File: src/design/mk_pkg.sv
`timescale 1ns / 1ps

package mk_pkg;

    localparam int SYMBOL_COUNT_DEF = 40;
    localparam int MAX_ELEMENTS_DEF = 6;

    localparam logic [7:0] WPM_RESET   = 8'd12;
    localparam logic [7:0] CHAR_SPACE  = 8'h20;
    localparam logic [2:0] GAP_ELEMENT = 3'd1;
    localparam logic [2:0] GAP_LETTER  = 3'd3;
    localparam logic [2:0] GAP_WORD    = 3'd7;
    localparam logic [2:0] DIT_UNITS   = 3'd1;
    localparam logic [2:0] DAH_UNITS   = 3'd3;

    localparam int SYM_IDX_W = 6;
    localparam int CODE_W    = 6;
    localparam int CNT_W     = 4;

    typedef enum logic [1:0] {
        ST_IDLE,
        ST_GAP,
        ST_MARK,
        ST_DRAIN
    } seq_state_t;

    typedef struct packed {
        logic       hit;
        logic [SYM_IDX_W-1:0] idx;
    } sym_hit_t;

    typedef struct packed {
        logic [2:0]        len;
        logic [CODE_W-1:0] code;
    } sym_code_t;

    // one run handed from the sequencer to the run unit
    typedef struct packed {
        logic       emit;
        logic       clear;
        logic       key;
        logic [2:0] units;
        logic       last;
    } run_req_t;

    function automatic sym_hit_t char_to_sym(input logic [7:0] c);
        sym_hit_t r;
        r.hit = 1'b1;
        r.idx = '0;
        case (c) inside
            [8'h41:8'h5a]: r.idx = SYM_IDX_W'(c - 8'h41);
            [8'h30:8'h39]: r.idx = SYM_IDX_W'(c - 8'h30 + 8'd26);
            8'h2f:         r.idx = SYM_IDX_W'(36);
            8'h3f:         r.idx = SYM_IDX_W'(37);
            8'h2e:         r.idx = SYM_IDX_W'(38);
            8'h2c:         r.idx = SYM_IDX_W'(39);
            default:       r.hit = 1'b0;
        endcase
        return r;
    endfunction

    // code left-aligned, first element in the top bit, 1 = dah
    function automatic sym_code_t sym_code(input logic [SYM_IDX_W-1:0] idx);
        sym_code_t r;
        case (idx)
            6'd0:    r = '{3'd2, 6'b010000};
            6'd1:    r = '{3'd4, 6'b100000};
            6'd2:    r = '{3'd4, 6'b101000};
            6'd3:    r = '{3'd3, 6'b100000};
            6'd4:    r = '{3'd1, 6'b000000};
            6'd5:    r = '{3'd4, 6'b001000};
            6'd6:    r = '{3'd3, 6'b110000};
            6'd7:    r = '{3'd4, 6'b000000};
            6'd8:    r = '{3'd2, 6'b000000};
            6'd9:    r = '{3'd4, 6'b011100};
            6'd10:   r = '{3'd3, 6'b101000};
            6'd11:   r = '{3'd4, 6'b010000};
            6'd12:   r = '{3'd2, 6'b110000};
            6'd13:   r = '{3'd2, 6'b100000};
            6'd14:   r = '{3'd3, 6'b111000};
            6'd15:   r = '{3'd4, 6'b011000};
            6'd16:   r = '{3'd4, 6'b110100};
            6'd17:   r = '{3'd3, 6'b010000};
            6'd18:   r = '{3'd3, 6'b000000};
            6'd19:   r = '{3'd1, 6'b100000};
            6'd20:   r = '{3'd3, 6'b001000};
            6'd21:   r = '{3'd4, 6'b000100};
            6'd22:   r = '{3'd3, 6'b011000};
            6'd23:   r = '{3'd4, 6'b100100};
            6'd24:   r = '{3'd4, 6'b101100};
            6'd25:   r = '{3'd4, 6'b110000};
            6'd26:   r = '{3'd5, 6'b111110};
            6'd27:   r = '{3'd5, 6'b011110};
            6'd28:   r = '{3'd5, 6'b001110};
            6'd29:   r = '{3'd5, 6'b000110};
            6'd30:   r = '{3'd5, 6'b000010};
            6'd31:   r = '{3'd5, 6'b000000};
            6'd32:   r = '{3'd5, 6'b100000};
            6'd33:   r = '{3'd5, 6'b110000};
            6'd34:   r = '{3'd5, 6'b111000};
            6'd35:   r = '{3'd5, 6'b111100};
            6'd36:   r = '{3'd5, 6'b100100};
            6'd37:   r = '{3'd6, 6'b001100};
            6'd38:   r = '{3'd6, 6'b010101};
            6'd39:   r = '{3'd6, 6'b110011};
            default: r = '{3'd0, 6'b000000};
        endcase
        return r;
    endfunction

    // dit length in ms, 1200 / wpm; out-of-range speeds run at 12 wpm
    function automatic logic [7:0] dit_ms(input logic [7:0] wpm);
        logic [7:0] r;
        case (wpm)
            8'd5:    r = 8'd240;
            8'd6:    r = 8'd200;
            8'd7:    r = 8'd171;
            8'd8:    r = 8'd150;
            8'd9:    r = 8'd133;
            8'd10:   r = 8'd120;
            8'd11:   r = 8'd109;
            8'd12:   r = 8'd100;
            8'd13:   r = 8'd92;
            8'd14:   r = 8'd85;
            8'd15:   r = 8'd80;
            8'd16:   r = 8'd75;
            8'd17:   r = 8'd70;
            8'd18:   r = 8'd66;
            8'd19:   r = 8'd63;
            8'd20:   r = 8'd60;
            default: r = 8'd100;
        endcase
        return r;
    endfunction

endpackage

File: src/design/morse_keyer_core.sv
`timescale 1ns / 1ps

// channel   direction  handshake             payload
// input     in         in_valid / in_ready   ch, msg_first, msg_last
// result    out        out_valid / out_ready key_down, run_units, run_ms, unit_total, run_last
// config    in         cfg_we                cfg_data (words per minute)
//
// a character is accepted, then the sequencer steps through a gap and a mark per element,
// and through a final drain at the end of a message, stepping the run unit a single run
// per cycle, while the output is not stalled, through the one-item output register.
// reset clears speed to 12 wpm, the pending gap and the unit count.
// a stalled output holds the sequencer while it has a run to hand on; input is taken only when the sequencer is idle.

module morse_keyer_core #(
    parameter int SYMBOL_COUNT = mk_pkg::SYMBOL_COUNT_DEF,
    parameter int MAX_ELEMENTS = mk_pkg::MAX_ELEMENTS_DEF
) (
    input  logic        clk,
    input  logic        rst_n,
    input  logic        cfg_we,
    input  logic [7:0]  cfg_data,
    input  logic        in_valid,
    output logic        in_ready,
    input  logic [7:0]  ch,
    input  logic        msg_first,
    input  logic        msg_last,
    output logic        out_valid,
    input  logic        out_ready,
    output logic        key_down,
    output logic [2:0]  run_units,
    output logic [10:0] run_ms,
    output logic [15:0] unit_total,
    output logic        run_last
);
    import mk_pkg::*;

    logic [7:0] wpm_reg, wpm_next;
    logic [7:0] dit;
    logic       run_free;
    run_req_t   req;

    assign wpm_next = cfg_we ? cfg_data : wpm_reg;
    assign dit      = dit_ms(wpm_reg);

    always_ff @(posedge clk or negedge rst_n)
    begin
        if (!rst_n)
            wpm_reg <= WPM_RESET;
        else
            wpm_reg <= wpm_next;
    end

    mk_sequencer #(
        .SYMBOL_COUNT (SYMBOL_COUNT),
        .MAX_ELEMENTS (MAX_ELEMENTS)
    ) u_seq (
        .clk       (clk),
        .rst_n     (rst_n),
        .in_valid  (in_valid),
        .in_ready  (in_ready),
        .ch        (ch),
        .msg_first (msg_first),
        .msg_last  (msg_last),
        .run_free  (run_free),
        .req       (req)
    );

    mk_run_unit u_run (
        .clk        (clk),
        .rst_n      (rst_n),
        .req        (req),
        .dit        (dit),
        .run_free   (run_free),
        .out_valid  (out_valid),
        .out_ready  (out_ready),
        .key_down   (key_down),
        .run_units  (run_units),
        .run_ms     (run_ms),
        .unit_total (unit_total),
        .run_last   (run_last)
    );

endmodule

File: src/design/mk_sequencer.sv
`timescale 1ns / 1ps

module mk_sequencer #(
    parameter int SYMBOL_COUNT = mk_pkg::SYMBOL_COUNT_DEF,
    parameter int MAX_ELEMENTS = mk_pkg::MAX_ELEMENTS_DEF
) (
    input  logic              clk,
    input  logic              rst_n,
    input  logic              in_valid,
    output logic              in_ready,
    input  logic [7:0]        ch,
    input  logic              msg_first,
    input  logic              msg_last,
    input  logic              run_free,
    output mk_pkg::run_req_t  req
);
    import mk_pkg::*;

    seq_state_t state_reg, state_next;
    logic [2:0]        pend_reg, pend_next;
    logic [CODE_W-1:0] code_reg, code_next;
    logic [CNT_W-1:0]  cnt_reg, cnt_next;
    logic              last_reg, last_next;

    logic       accept;
    logic       is_space;
    logic       sym_ok;
    logic       final_elem;
    logic [2:0] pend_base;
    sym_hit_t   hit;
    sym_code_t  sc;
    logic [CNT_W-1:0] len_ext;

    assign accept     = in_valid && (state_reg == ST_IDLE);
    assign is_space   = (ch == CHAR_SPACE);
    assign hit        = char_to_sym(ch);
    assign sc         = sym_code(hit.idx);
    assign sym_ok     = hit.hit && ({1'b0, hit.idx} < (SYM_IDX_W+1)'(SYMBOL_COUNT));
    assign pend_base  = msg_first ? 3'd0 : pend_reg;
    assign final_elem = (cnt_reg == CNT_W'(1));
    assign len_ext    = CNT_W'(sc.len);

    always_comb
    begin
        state_next = state_reg;
        case (state_reg)
            ST_IDLE:
            begin
                if (accept)
                begin
                    if (!is_space && sym_ok)
                        state_next = ST_GAP;
                    else if (msg_last)
                        state_next = ST_DRAIN;
                end
            end
            ST_GAP:
            begin
                if (pend_reg == 3'd0 || run_free)
                    state_next = ST_MARK;
            end
            ST_MARK:
            begin
                if (run_free)
                begin
                    if (!final_elem)
                        state_next = ST_GAP;
                    else if (last_reg)
                        state_next = ST_DRAIN;
                    else
                        state_next = ST_IDLE;
                end
            end
            ST_DRAIN:
            begin
                if (pend_reg == 3'd0 || run_free)
                    state_next = ST_IDLE;
            end
            default: state_next = ST_IDLE;
        endcase
    end

    always_comb
    begin
        in_ready  = 1'b0;
        req       = '0;
        pend_next = pend_reg;
        code_next = code_reg;
        cnt_next  = cnt_reg;
        last_next = last_reg;
        case (state_reg)
            ST_IDLE:
            begin
                in_ready = 1'b1;
                if (accept)
                begin
                    req.clear = msg_first;
                    last_next = msg_last;
                    if (is_space)
                        pend_next = GAP_WORD;
                    else
                        pend_next = pend_base;
                    code_next = sc.code;
                    // element count clipped to the configured maximum
                    cnt_next  = (len_ext > CNT_W'(MAX_ELEMENTS)) ? CNT_W'(MAX_ELEMENTS)
                                                                : len_ext;
                end
            end
            ST_GAP:
            begin
                if (pend_reg != 3'd0 && run_free)
                begin
                    req.emit  = 1'b1;
                    req.key   = 1'b0;
                    req.units = pend_reg;
                    pend_next = 3'd0;
                end
            end
            ST_MARK:
            begin
                if (run_free)
                begin
                    req.emit  = 1'b1;
                    req.key   = 1'b1;
                    req.units = code_reg[CODE_W-1] ? DAH_UNITS : DIT_UNITS;
                    req.last  = final_elem && !last_reg;
                    code_next = {code_reg[CODE_W-2:0], 1'b0};
                    cnt_next  = cnt_reg - CNT_W'(1);
                    pend_next = final_elem ? GAP_LETTER : GAP_ELEMENT;
                end
            end
            ST_DRAIN:
            begin
                if (pend_reg != 3'd0 && run_free)
                begin
                    req.emit  = 1'b1;
                    req.key   = 1'b0;
                    req.units = pend_reg;
                    req.last  = 1'b1;
                    pend_next = 3'd0;
                end
                else if (pend_reg == 3'd0)
                    pend_next = 3'd0;
            end
            default: ;
        endcase
    end

    always_ff @(posedge clk or negedge rst_n)
    begin
        if (!rst_n)
        begin
            state_reg <= ST_IDLE;
            pend_reg  <= 3'd0;
        end
        else
        begin
            state_reg <= state_next;
            pend_reg  <= pend_next;
        end
    end

    always_ff @(posedge clk)
    begin
        code_reg <= code_next;
        cnt_reg  <= cnt_next;
        last_reg <= last_next;
    end

endmodule

File: src/design/mk_run_unit.sv
`timescale 1ns / 1ps

module mk_run_unit (
    input  logic              clk,
    input  logic              rst_n,
    input  mk_pkg::run_req_t  req,
    input  logic [7:0]        dit,
    output logic              run_free,
    output logic              out_valid,
    input  logic              out_ready,
    output logic              key_down,
    output logic [2:0]        run_units,
    output logic [10:0]       run_ms,
    output logic [15:0]       unit_total,
    output logic              run_last
);
    import mk_pkg::*;

    logic        valid_reg, valid_next;
    logic [15:0] sent_reg, sent_next;
    logic        key_reg;
    logic [2:0]  units_reg;
    logic [10:0] ms_reg;
    logic [15:0] total_reg;
    logic        last_reg;

    logic [16:0] sum;
    logic [15:0] sat_sum;

    assign run_free = !valid_reg || out_ready;
    assign sum      = {1'b0, sent_reg} + 17'(req.units);
    assign sat_sum  = sum[16] ? 16'hffff : sum[15:0];

    always_comb
    begin
        valid_next = valid_reg;
        sent_next  = sent_reg;
        if (out_ready)
            valid_next = 1'b0;
        if (req.emit)
        begin
            valid_next = 1'b1;
            sent_next  = sat_sum;
        end
        else if (req.clear)
            sent_next = 16'd0;
    end

    always_ff @(posedge clk or negedge rst_n)
    begin
        if (!rst_n)
        begin
            valid_reg <= 1'b0;
            sent_reg  <= 16'd0;
        end
        else
        begin
            valid_reg <= valid_next;
            sent_reg  <= sent_next;
        end
    end

    always_ff @(posedge clk)
    begin
        if (req.emit)
        begin
            key_reg   <= req.key;
            units_reg <= req.units;
            ms_reg    <= 11'(req.units) * 11'(dit);
            total_reg <= sat_sum;
            last_reg  <= req.last;
        end
    end

    assign out_valid  = valid_reg;
    assign key_down   = key_reg;
    assign run_units  = units_reg;
    assign run_ms     = ms_reg;
    assign unit_total = total_reg;
    assign run_last   = last_reg;

endmodule
File: config.mk
export PLATFORM = sky130hd
export DESIGN_NAME = morse_keyer_core
export DESIGN_NICKNAME = d
export VERILOG_FILES = /design/src/design/mk_pkg.sv /design/src/design/morse_keyer_core.sv /design/src/design/mk_sequencer.sv /design/src/design/mk_run_unit.sv
export SDC_FILE = /design/constraint.sdc
export NUM_CORES = 1
export LEC_CHECK = 0
export BUFFER_PORTS_ARGS = -buffer_cell sky130_fd_sc_hd__buf_4
export CAP_MARGIN = 20
export CORE_MARGIN = 2
export CORE_UTILIZATION = 46
export DETAILED_ROUTE_END_ITERATION = 10
export GPL_TIMING_DRIVEN = 0
export PLACE_DENSITY_LB_ADDON = 0.3
export SLEW_MARGIN = 25
export SYNTH_ARGS = -nofsm -noshare
export SYNTH_HDL_FRONTEND = slang
export SYNTH_HIERARCHICAL = 1
export SYNTH_SLANG_ARGS = --single-unit
File: constraint.sdc
create_clock -name clk -period 7.9 [get_ports clk]
set_input_delay 1.58 -clock clk [delete_from_list [all_inputs] [get_ports clk]]
set_output_delay 1.58 -clock clk [all_outputs]
set_load 0.02 [all_outputs]
Word-level counts from Yosys, hierarchy flattened
Memory sizes are Yosys's and may differ from the RTL's.
Cells that the tools add are included.
{ "word_totals": {"regBits": 73, "rom_bits": 832, "in_bits": 23, "output_inout_bits": 34, "wordCells": 123, "n_memories": 2} }
{ "classes": {"add_sub_neg": 5, "n_mul": 1, "order_cmp": 6, "n_eq_ne": 17, "muxes": 55, "n_reduce_logical": 24} }
{ "mem_list": {"columns": ["name", "depth", "word_bits", "read_ports", "rd_clocked_by_memory_dff", "wr", "line", "source"], "rows": [
  ["(name not given)", 64, 9, 1, 0, 0, "mk_pkg.sv:65", "case (idx)"],
  ["(name not given)", 32, 8, 1, 0, 0, "mk_pkg.sv:114", "case (wpm)"]
]} }
{ "ops": {"columns": ["op", "n"], "rows": [
  ["$mux 16", 3],
  ["$mux 6", 8],
  ["$eq 8x6->1 const B", 5],
  ["$mux 3", 9],
  ["$mux 2", 10],
  ["$add 16x3->17", 1],
  ["$mux 1", 13],
  ["$mux 4", 3],
  ["$pmux 3 s4", 1],
  ["$pmux 4 s3", 1],
  ["$pmux 6 s2", 1],
  ["$mul 3x8->11", 1],
  ["$ne 2x1->1 const B", 5],
  ["$reduce_and 5->1", 2],
  ["$ge 8x6->1 const B", 1],
  ["$ge 8x7->1 const B", 1],
  ["$le 8x6->1 const B", 1],
  ["$le 8x7->1 const B", 1],
  ["$mux 8", 1],
  ["$pmux 2 s4", 1],
  ["$pmux 4 s2", 1],
  ["$logic_and 1x1->1", 7],
  ["$add 6x5->6 const B", 1],
  ["$logic_not 3->1", 2],
  ["other kinds (21)", 28]
]} }

Longest topological paths before layout
Gate-level depths: netlist of the first run.
{ "logic_depth": {"word_depth": 13, "ltp_mapped": 16, "depth_no_buf": 16} }

Modules after synthesis
The synthesis of the first run kept the hierarchy.
{ "modules_own_cells": {"columns": ["module", "n_inst", "cells_each", "area_each_um2", "seq_area_each_um2"], "rows": [
  ["mk_run_unit", 1, 247, 2803.9, 1386.3],
  ["mk_sequencer", 1, 253, 2016.9, 455.4],
  ["morse_keyer_core", 1, 68, 666.9, 202.7]
]} }

Least setup slack after synthesis of the first run
No wires, ideal clock.
{ "synth_path": {"path_kind": "input to register", "start": "input port out_ready", "end": "register u_run.sent_reg[10]", "setup_time_ps": 99, "arrival_time_ps": 4587, "required_time_ps": 7801, "setup_slack_ps": 3213, "cell_stages": 8, "path_buffers": 3, "cell_sequence": "nand2b_1 -> clkbuf_1 -> nand2_1 -> a21oi_1 -> buf_2 -> clkbuf_1 -> a21oi_1 -> a311oi_1"} }
{ "synth_lines": {"columns": ["item", "line", "source"], "rows": [
  ["start: declaration", "morse_keyer_core.sv:28", "input logic out_ready,"],
  ["end signal: assignment", "mk_run_unit.sv:59", "sent_reg <= sent_next;"],
  ["end: declaration", "mk_run_unit.sv:20", "logic [15:0] sent_reg, sent_next;"]
]} }

==> results of run 1 <==
==> layout by cell type (no fill, tap or decap), types with 5 or more instances in the layout <==
cell type,instances
ha_1,33
buf_2,5
and2_1,8
inv_1,35
nand2b_1,6
nand4_1,6
clkbuf_16,9
nor2_1,35
mux2i_1,6
and3_1,8
fa_1,8
clkbuf_1,16
nor3b_1,5
dfrtp_1,28
nor2b_1,9
a311oi_1,8
a21o_1,6
o21a_1,9
nor3_1,12
o21ai_0,19
mux2_2,9
o31ai_1,5
buf_6,6
buf_4,57
xnor2_1,18
a31oi_1,9
nand2_1,62
a21oi_1,25
edfxtp_1,43
a211oi_1,9
nand3_1,21
==> per-stage QoR <==
stage,power (µW),hold slack (ns),util,instance area (µm²)
floorplan,1130,0.462,-,5490
global placement,1370,0.486,0.527,6060
detailed placement,1420,0.491,0.530,6100
CTS,1850,0.505,0.557,6420
global route,1950,0.524,0.557,6420
finish,1850,0.507,0.557,6420
==> final timing paths <==
kind                                                 from                             end  slack [ns]  depth (start not counted)
hold / removal              u_seq/pend_reg[2]$_DFFE_PN0P_   u_seq/pend_reg[2]$_DFFE_PN0P_        0.51                          2
hold reg to reg             u_seq/pend_reg[2]$_DFFE_PN0P_   u_seq/pend_reg[2]$_DFFE_PN0P_        0.51                          2
setup reg to reg           u_seq/state_reg[1]$_DFFE_PN0P_       u_run/run_ms[8]$_DFFE_PP_        3.42                         16
setup / recovery                                out_ready       u_run/run_ms[8]$_DFFE_PP_        2.91                         15
min in group asynchronous                           rst_n  u_run/sent_reg[13]$_DFFE_PN0P_        1.16                          1
max in group asynchronous                           rst_n          wpm_reg[2]$_DFFE_PN1P_        6.40                          1
==> logic make-up after synthesis <==
family | count (synthesis) | synth area share
XOR/XNOR | 20 | 0.0319
AO/OA/AOI/OAI | 143 | 0.190
AND/OR/NAND/NOR | 207 | 0.207
adder cells (fa/ha/maj) | 41 | 0.104
buffers and inverters | 68 | 0.0616
flip-flops | 73 | 0.373
multiplexers | 16 | 0.0321
==> worst register-to-register path, stage by stage (launching register included) <==
cell and delay (ns):
dfrtp_1 0.32, clkbuf_1 0.29, nor2b_1 0.17, clkbuf_1 0.40
a22oi_1 0.13, nor2b_1 0.68, nand2_1 0.17, fa_1 0.49
inv_1 0.07, ha_1 0.19, inv_1 0.07, fa_1 0.40
nor2b_1 0.11, o21ai_0 0.11, a21boi_0 0.33, nor3_1 0.11
o21a_1 0.20
==> power by group <==
group,switching [µW],total (µW),internal (µW)
combinational,486,781,294
sequential,50.2,634,584
clock,156,432,277
total,692,1850,1150
==> final cells by class <==
type | instances | area share
clock buffers | 11 | 0.0363
flip-flops and latches | 73 | 0.319
inverters | 37 | 0.0216
clock inverters | 5 | 0.0127
plain buffers | 31 | 0.0310
repair buffers | 54 | 0.0663
multi-input cells | 427 | 0.486
well taps | 143 | 0.0279
==> routing by layer <==
layer | vias up | wire [µm] | GRT usage
li1 | 2231 | - | -
met1 | 2164 | 5710 | 0.267
met2 | 150 | 5840 | 0.328
met3 | 14 | 673 | 0.0284
met4 | 0 | 161 | 0.0602
met5 | - | 0 | 0
==> results.ini, run 1 <==
[clock_tree]
numCtsBuffers = 9
ctsHoldBuffers = 0
clock_sinks = 73
cts_buffer_depth = 2
insertion_delay_ns = 0.34
clkTransAtPathRegs_ns = 0.06
h-tree-depth = 3
clock-root-buffer = clkbuf_16
cts_setup_buffers = 0
cts_tree = built
cts_resized = 0

[yosys]
synth-seq-area-share = 0.373
synth.most_common_cell = nand2_1
synthDistinctLibCells = 91
yosysTopAreaCell = edfxtp_1
synth_enable_flop_cells = 43
avgSynthCellArea_um2 = 9.66
postSynthCellCount = 568
syn_nets = 632
yosys_warnings = 6
syn_area_um2 = 5490
synth.top_cells.by_count = 62 x nand2_1, 43 x edfxtp_1, 35 x inv_1, 35 x nor2_1, 33 x ha_1
async_reset_ff_frac = 0.411
synthFlopType = edfxtp_1
synth.area.top_cells = edfxtp_1 24%, dfrtp_1 13%, ha_1 7.5%, nand2_1 4.2%, fa_1 2.9%
synth_top_area_share = 0.235
synth_seq_cells = 73

[sta]
rsz0062_at_grt = no
fin_crit_ns = 4.99
fin_skew_ns = 0.00701
tightest_slew_ns = 0.834
max-slew-margin-rel = 0.443
min_period_over_period = 0.632
hold_viol = 0
finalSetupViolations = 0
max_freq_mhz = 200
final.setup.worst_slack_ns = 2.91
slew_viol_final = 0
fin_tns_setup_ns = 0

[outcome]
status = finished, violations left
violations = DRC

[die]
core_area_um2 = 11500
dieArea_um2 = 12800
rows = 39
die_y_um = 113
ioPinCount = 57
initial_core_util = 0.477
die_w_um = 113

[route]
drtIter0Drc = 347
postRouteAntennaNets = 0
drc = 8
vias_per_cell = 5.84
vias = 4559
first_pass_iters = 8
routed_wl_um = 12400
wl_per_cell_um = 15.8

[placed_design]
io_buffers = 53
place_congestion = 0.866
place_ws_ns = 2.56
hpwl_um = 9220
dp.cells = 765

[global_route]
gr-usage-all-layers = 0.197
grt_pass1_vias = 4342
grt_overflow = 0
antenna_found_initial = 0
grt_pass1_wl_um = 20800
grt_max_degree = 31

[setup_path]
path_cells = buf_4 > nand2b_1 > clkbuf_1 > nor2b_1 > nand2_1 > fa_1 > inv_1 > ha_1 > inv_1 > fa_1 > nor2b_1 > o21ai_0 > a21boi_0 > nor3_1 > o21a_1
required_ns = 7.99
cp_slowest_stage_delay_ns = 0.73
path_delay_family = simple AND/OR/NAND/NOR gates
cp-start-kind = primary input
critical_path_class = in -> reg
arrival_ns = 5.08
critPathSlowestCell = nor2b_1
cp_max_fo = 11
worstSetupEndpointType = flop
path_buf_inv = 4

[finish]
fin_cells = 781
drive_above_1_share = 0.201
syn_to_final_growth_pct = 16.9
seq_area_um2 = 2040
multi_input_area_um2 = 3120
fillers = 1000
antenna_cells = 0
final_nets = 697

[power_and_ir_drop]
power_density_nw_per_um2 = 288
p_leak_uw = 0.00278
peakVddDrop_v = 0.000154

[hold_path]
hold_class = reg -> reg

[job]
maxCapViolCount = 0

Power figures use the tool's default switching activity.
==> inputs of run 2 (changes only) <==
==> constraint.sdc (replaced) <==
create_clock -name clk -period 4.8 [get_ports clk]
set_input_delay 0.96 -clock clk [delete_from_list [all_inputs] [get_ports clk]]
set_output_delay 0.96 -clock clk [all_outputs]
set_load 0.02 [all_outputs]
==> run 2 against run 1 <==
  * The run still ends with DRC left
  * Critical path depth rose by 1
  * Global-route usage unchanged
  * Total power grew 65%
  * Register-to-register slack worse by 2.9 ns
  * Via count barely moved
  * Worst setup slack got worse by 2.4 ns
  * Sequential share of layout area about the same
==> results.ini, run 2 (synthesis gave the netlist of run 1 again) <==
[global_route]
antenna_found_initial = 0  ; unchanged
grt_overflow = 0  ; unchanged
grt_pass1_vias = 4342  ; unchanged
grt_max_degree = 31  ; unchanged
grt_pass1_wl_um = 20800  ; unchanged
gr-usage-all-layers = 0.197  ; unchanged

[clock_tree]
insertion_delay_ns = 0.34  ; about the same
cts_tree = built  ; unchanged
ctsHoldBuffers = 0  ; unchanged
cts_buffer_depth = 2  ; unchanged
cts_resized = 0  ; unchanged
h-tree-depth = 3  ; unchanged
numCtsBuffers = 9  ; unchanged
clkTransAtPathRegs_ns = 0.06  ; about the same
cts_setup_buffers = 0  ; unchanged
clock_sinks = 73  ; unchanged
clock-root-buffer = clkbuf_16  ; unchanged

[die]
dieArea_um2 = 12800  ; unchanged
ioPinCount = 57  ; unchanged
rows = 39  ; unchanged
die_y_um = 113  ; unchanged
die_w_um = 113  ; unchanged
core_area_um2 = 11500  ; unchanged
initial_core_util = 0.477  ; unchanged

[sta]
max_freq_mhz = 232
fin_skew_ns = 0.00978  ; was 0.00701 ns
rsz0062_at_grt = no  ; unchanged
hold_viol = 0  ; unchanged
timing.hold.ws_ns = 0.507  ; about the same
min_period_over_period = 0.898
fin_crit_ns = 4.31
finalSetupViolations = 0  ; unchanged
slew_viol_final = 0  ; unchanged
tightest_slew_ns = 0.669  ; was 0.834 ns
max-slew-margin-rel = 0.553  ; was 0.443
final.setup.worst_slack_ns = 0.488  ; was 2.91 ns

[setup_path]
arrival_ns = 4.40  ; was 5.08 ns
setup.worst_path.end = u_run/run_ms[8]$_DFFE_PP_  ; unchanged
r2r_slack_ns = 0.49  ; was 3.42 ns
required_ns = 4.89  ; was 7.99 ns
regToRegEndpoint = u_run/run_ms[8]$_DFFE_PP_  ; unchanged
startpoint = u_seq/state_reg[1]$_DFFE_PN0P_  ; was out_ready
cp_max_fo = 10  ; was 11
critical_path_class = reg -> reg  ; was in -> reg
timing.rr.start = u_seq/state_reg[1]$_DFFE_PN0P_  ; unchanged
worstSetupEndpointType = flop  ; unchanged
cp-start-kind = flop  ; was primary input
r2r_cells = 16  ; unchanged

[route]
first_pass_iters = 9  ; was 8
vias = 4560  ; was 4559
routed_wl_um = 12400  ; about the same
drtIter0Drc = 345  ; was 347
drc = 8  ; unchanged
wl_per_cell_um = 15.9  ; was 15.8 µm
vias_per_cell = 5.84  ; about the same
postRouteAntennaNets = 0  ; unchanged

[finish]
drive_above_1_share = 0.202  ; was 0.201
final_common_cell = nand2_1  ; unchanged
fillers = 999  ; was 1000
final_cell_mix = 62 x nand2_1, 57 x buf_4, 43 x edfxtp_1  ; unchanged
final_nets = 697  ; unchanged
multi_input_area_um2 = 3120  ; about the same
syn_to_final_growth_pct = 17.0  ; was 16.9%
fin_area_um2 = 6420  ; about the same
seq_area_um2 = 2040  ; unchanged
fin_cells = 781  ; unchanged
antenna_cells = 0  ; unchanged

[outcome]
violations = DRC  ; unchanged
status = finished, violations left  ; unchanged

[power_and_ir_drop]
p_leak_uw = 0.00278  ; about the same
p_total_uw = 3040  ; was 1850 µW
power_density_nw_per_um2 = 474  ; was 288 nW/µm²
peakVddDrop_v = 0.000257  ; was 0.000154 V

[placed_design]
place_ws_ns = 0.0784  ; was 2.56 ns
hpwl_um = 9220  ; unchanged
dp.cells = 765  ; unchanged
dpl_cell_area_um2 = 6100  ; unchanged
place_congestion = 0.866  ; unchanged
io_buffers = 53  ; unchanged

[job]
maxCapViolCount = 0  ; unchanged

[hold_path]
hold_class = reg -> reg  ; unchanged

## run 2: area by class of cell
| type | count | share of cell area |
|---|---|---|
| flip-flops and latches | 73 | 0.318 |
| clock inverters | 5 | 0.0127 |
| clock buffers | 11 | 0.0363 |
| repair buffers | 54 | 0.0663 |
| plain buffers | 31 | 0.0310 |
| multi-input cells | 427 | 0.486 |
| well taps | 143 | 0.0279 |
| inverters | 37 | 0.0216 |
## run 2: power breakdown
group,switching (µW),internal (µW),leakage [µW],total (µW)
clock network,258,455,0.000150,714
registers,82.3,961,0.000810,1040
logic,800,485,0.00182,1280
total,1140,1900,0.00278,3040
## run 2: critical path, cell delays in order, from the launching register on
cell and delay (ns):
dfrtp_1 0.32, clkbuf_1 0.28, nor2b_1 0.17, clkbuf_1 0.40, a21oi_1 0.08, nor2b_1 0.55, nand2_1 0.18, fa_1 0.46
inv_1 0.07, ha_1 0.19, inv_1 0.07, fa_1 0.42, nor2b_1 0.12, o21ai_0 0.11, a21boi_0 0.33, nor3_1 0.11
o21a_1 0.20
## run 2: how the worst min path moves through the flow
stage | from | to | slack, ns | cells after the start
after floorplan | u_seq/pend_reg[2]$_DFFE_PN0P_ | u_seq/pend_reg[2]$_DFFE_PN0P_ | 0.46 | 2
after global placement | u_seq/pend_reg[2]$_DFFE_PN0P_ | u_seq/pend_reg[2]$_DFFE_PN0P_ | 0.49 | 2
after detailed placement | u_seq/pend_reg[2]$_DFFE_PN0P_ | u_seq/pend_reg[2]$_DFFE_PN0P_ | 0.49 | 2
after CTS | u_seq/pend_reg[2]$_DFFE_PN0P_ | u_seq/pend_reg[2]$_DFFE_PN0P_ | 0.51 | 2
after global routing | u_run/sent_reg[0]$_DFFE_PN0P_ | u_run/sent_reg[0]$_DFFE_PN0P_ | 0.52 | 1
final | u_seq/pend_reg[2]$_DFFE_PN0P_ | u_seq/pend_reg[2]$_DFFE_PN0P_ | 0.51 | 2
## run 2: metrics by stage
stage	util	setup TNS, ns
floorplan	-	0
global route	0.557	0
detailed placement	0.530	0
global placement	0.527	-4.61
CTS	0.557	0
finish	0.557	0
## run 2: metal layers
metal  vias to the layer above  wire length [µm]  GRT usage
met5                         -                 0          0
met4                         0               161     0.0602
met3                        14               742     0.0284
met2                       164              5830      0.328
met1                      2155              5670      0.267
li1                       2227                 -          -
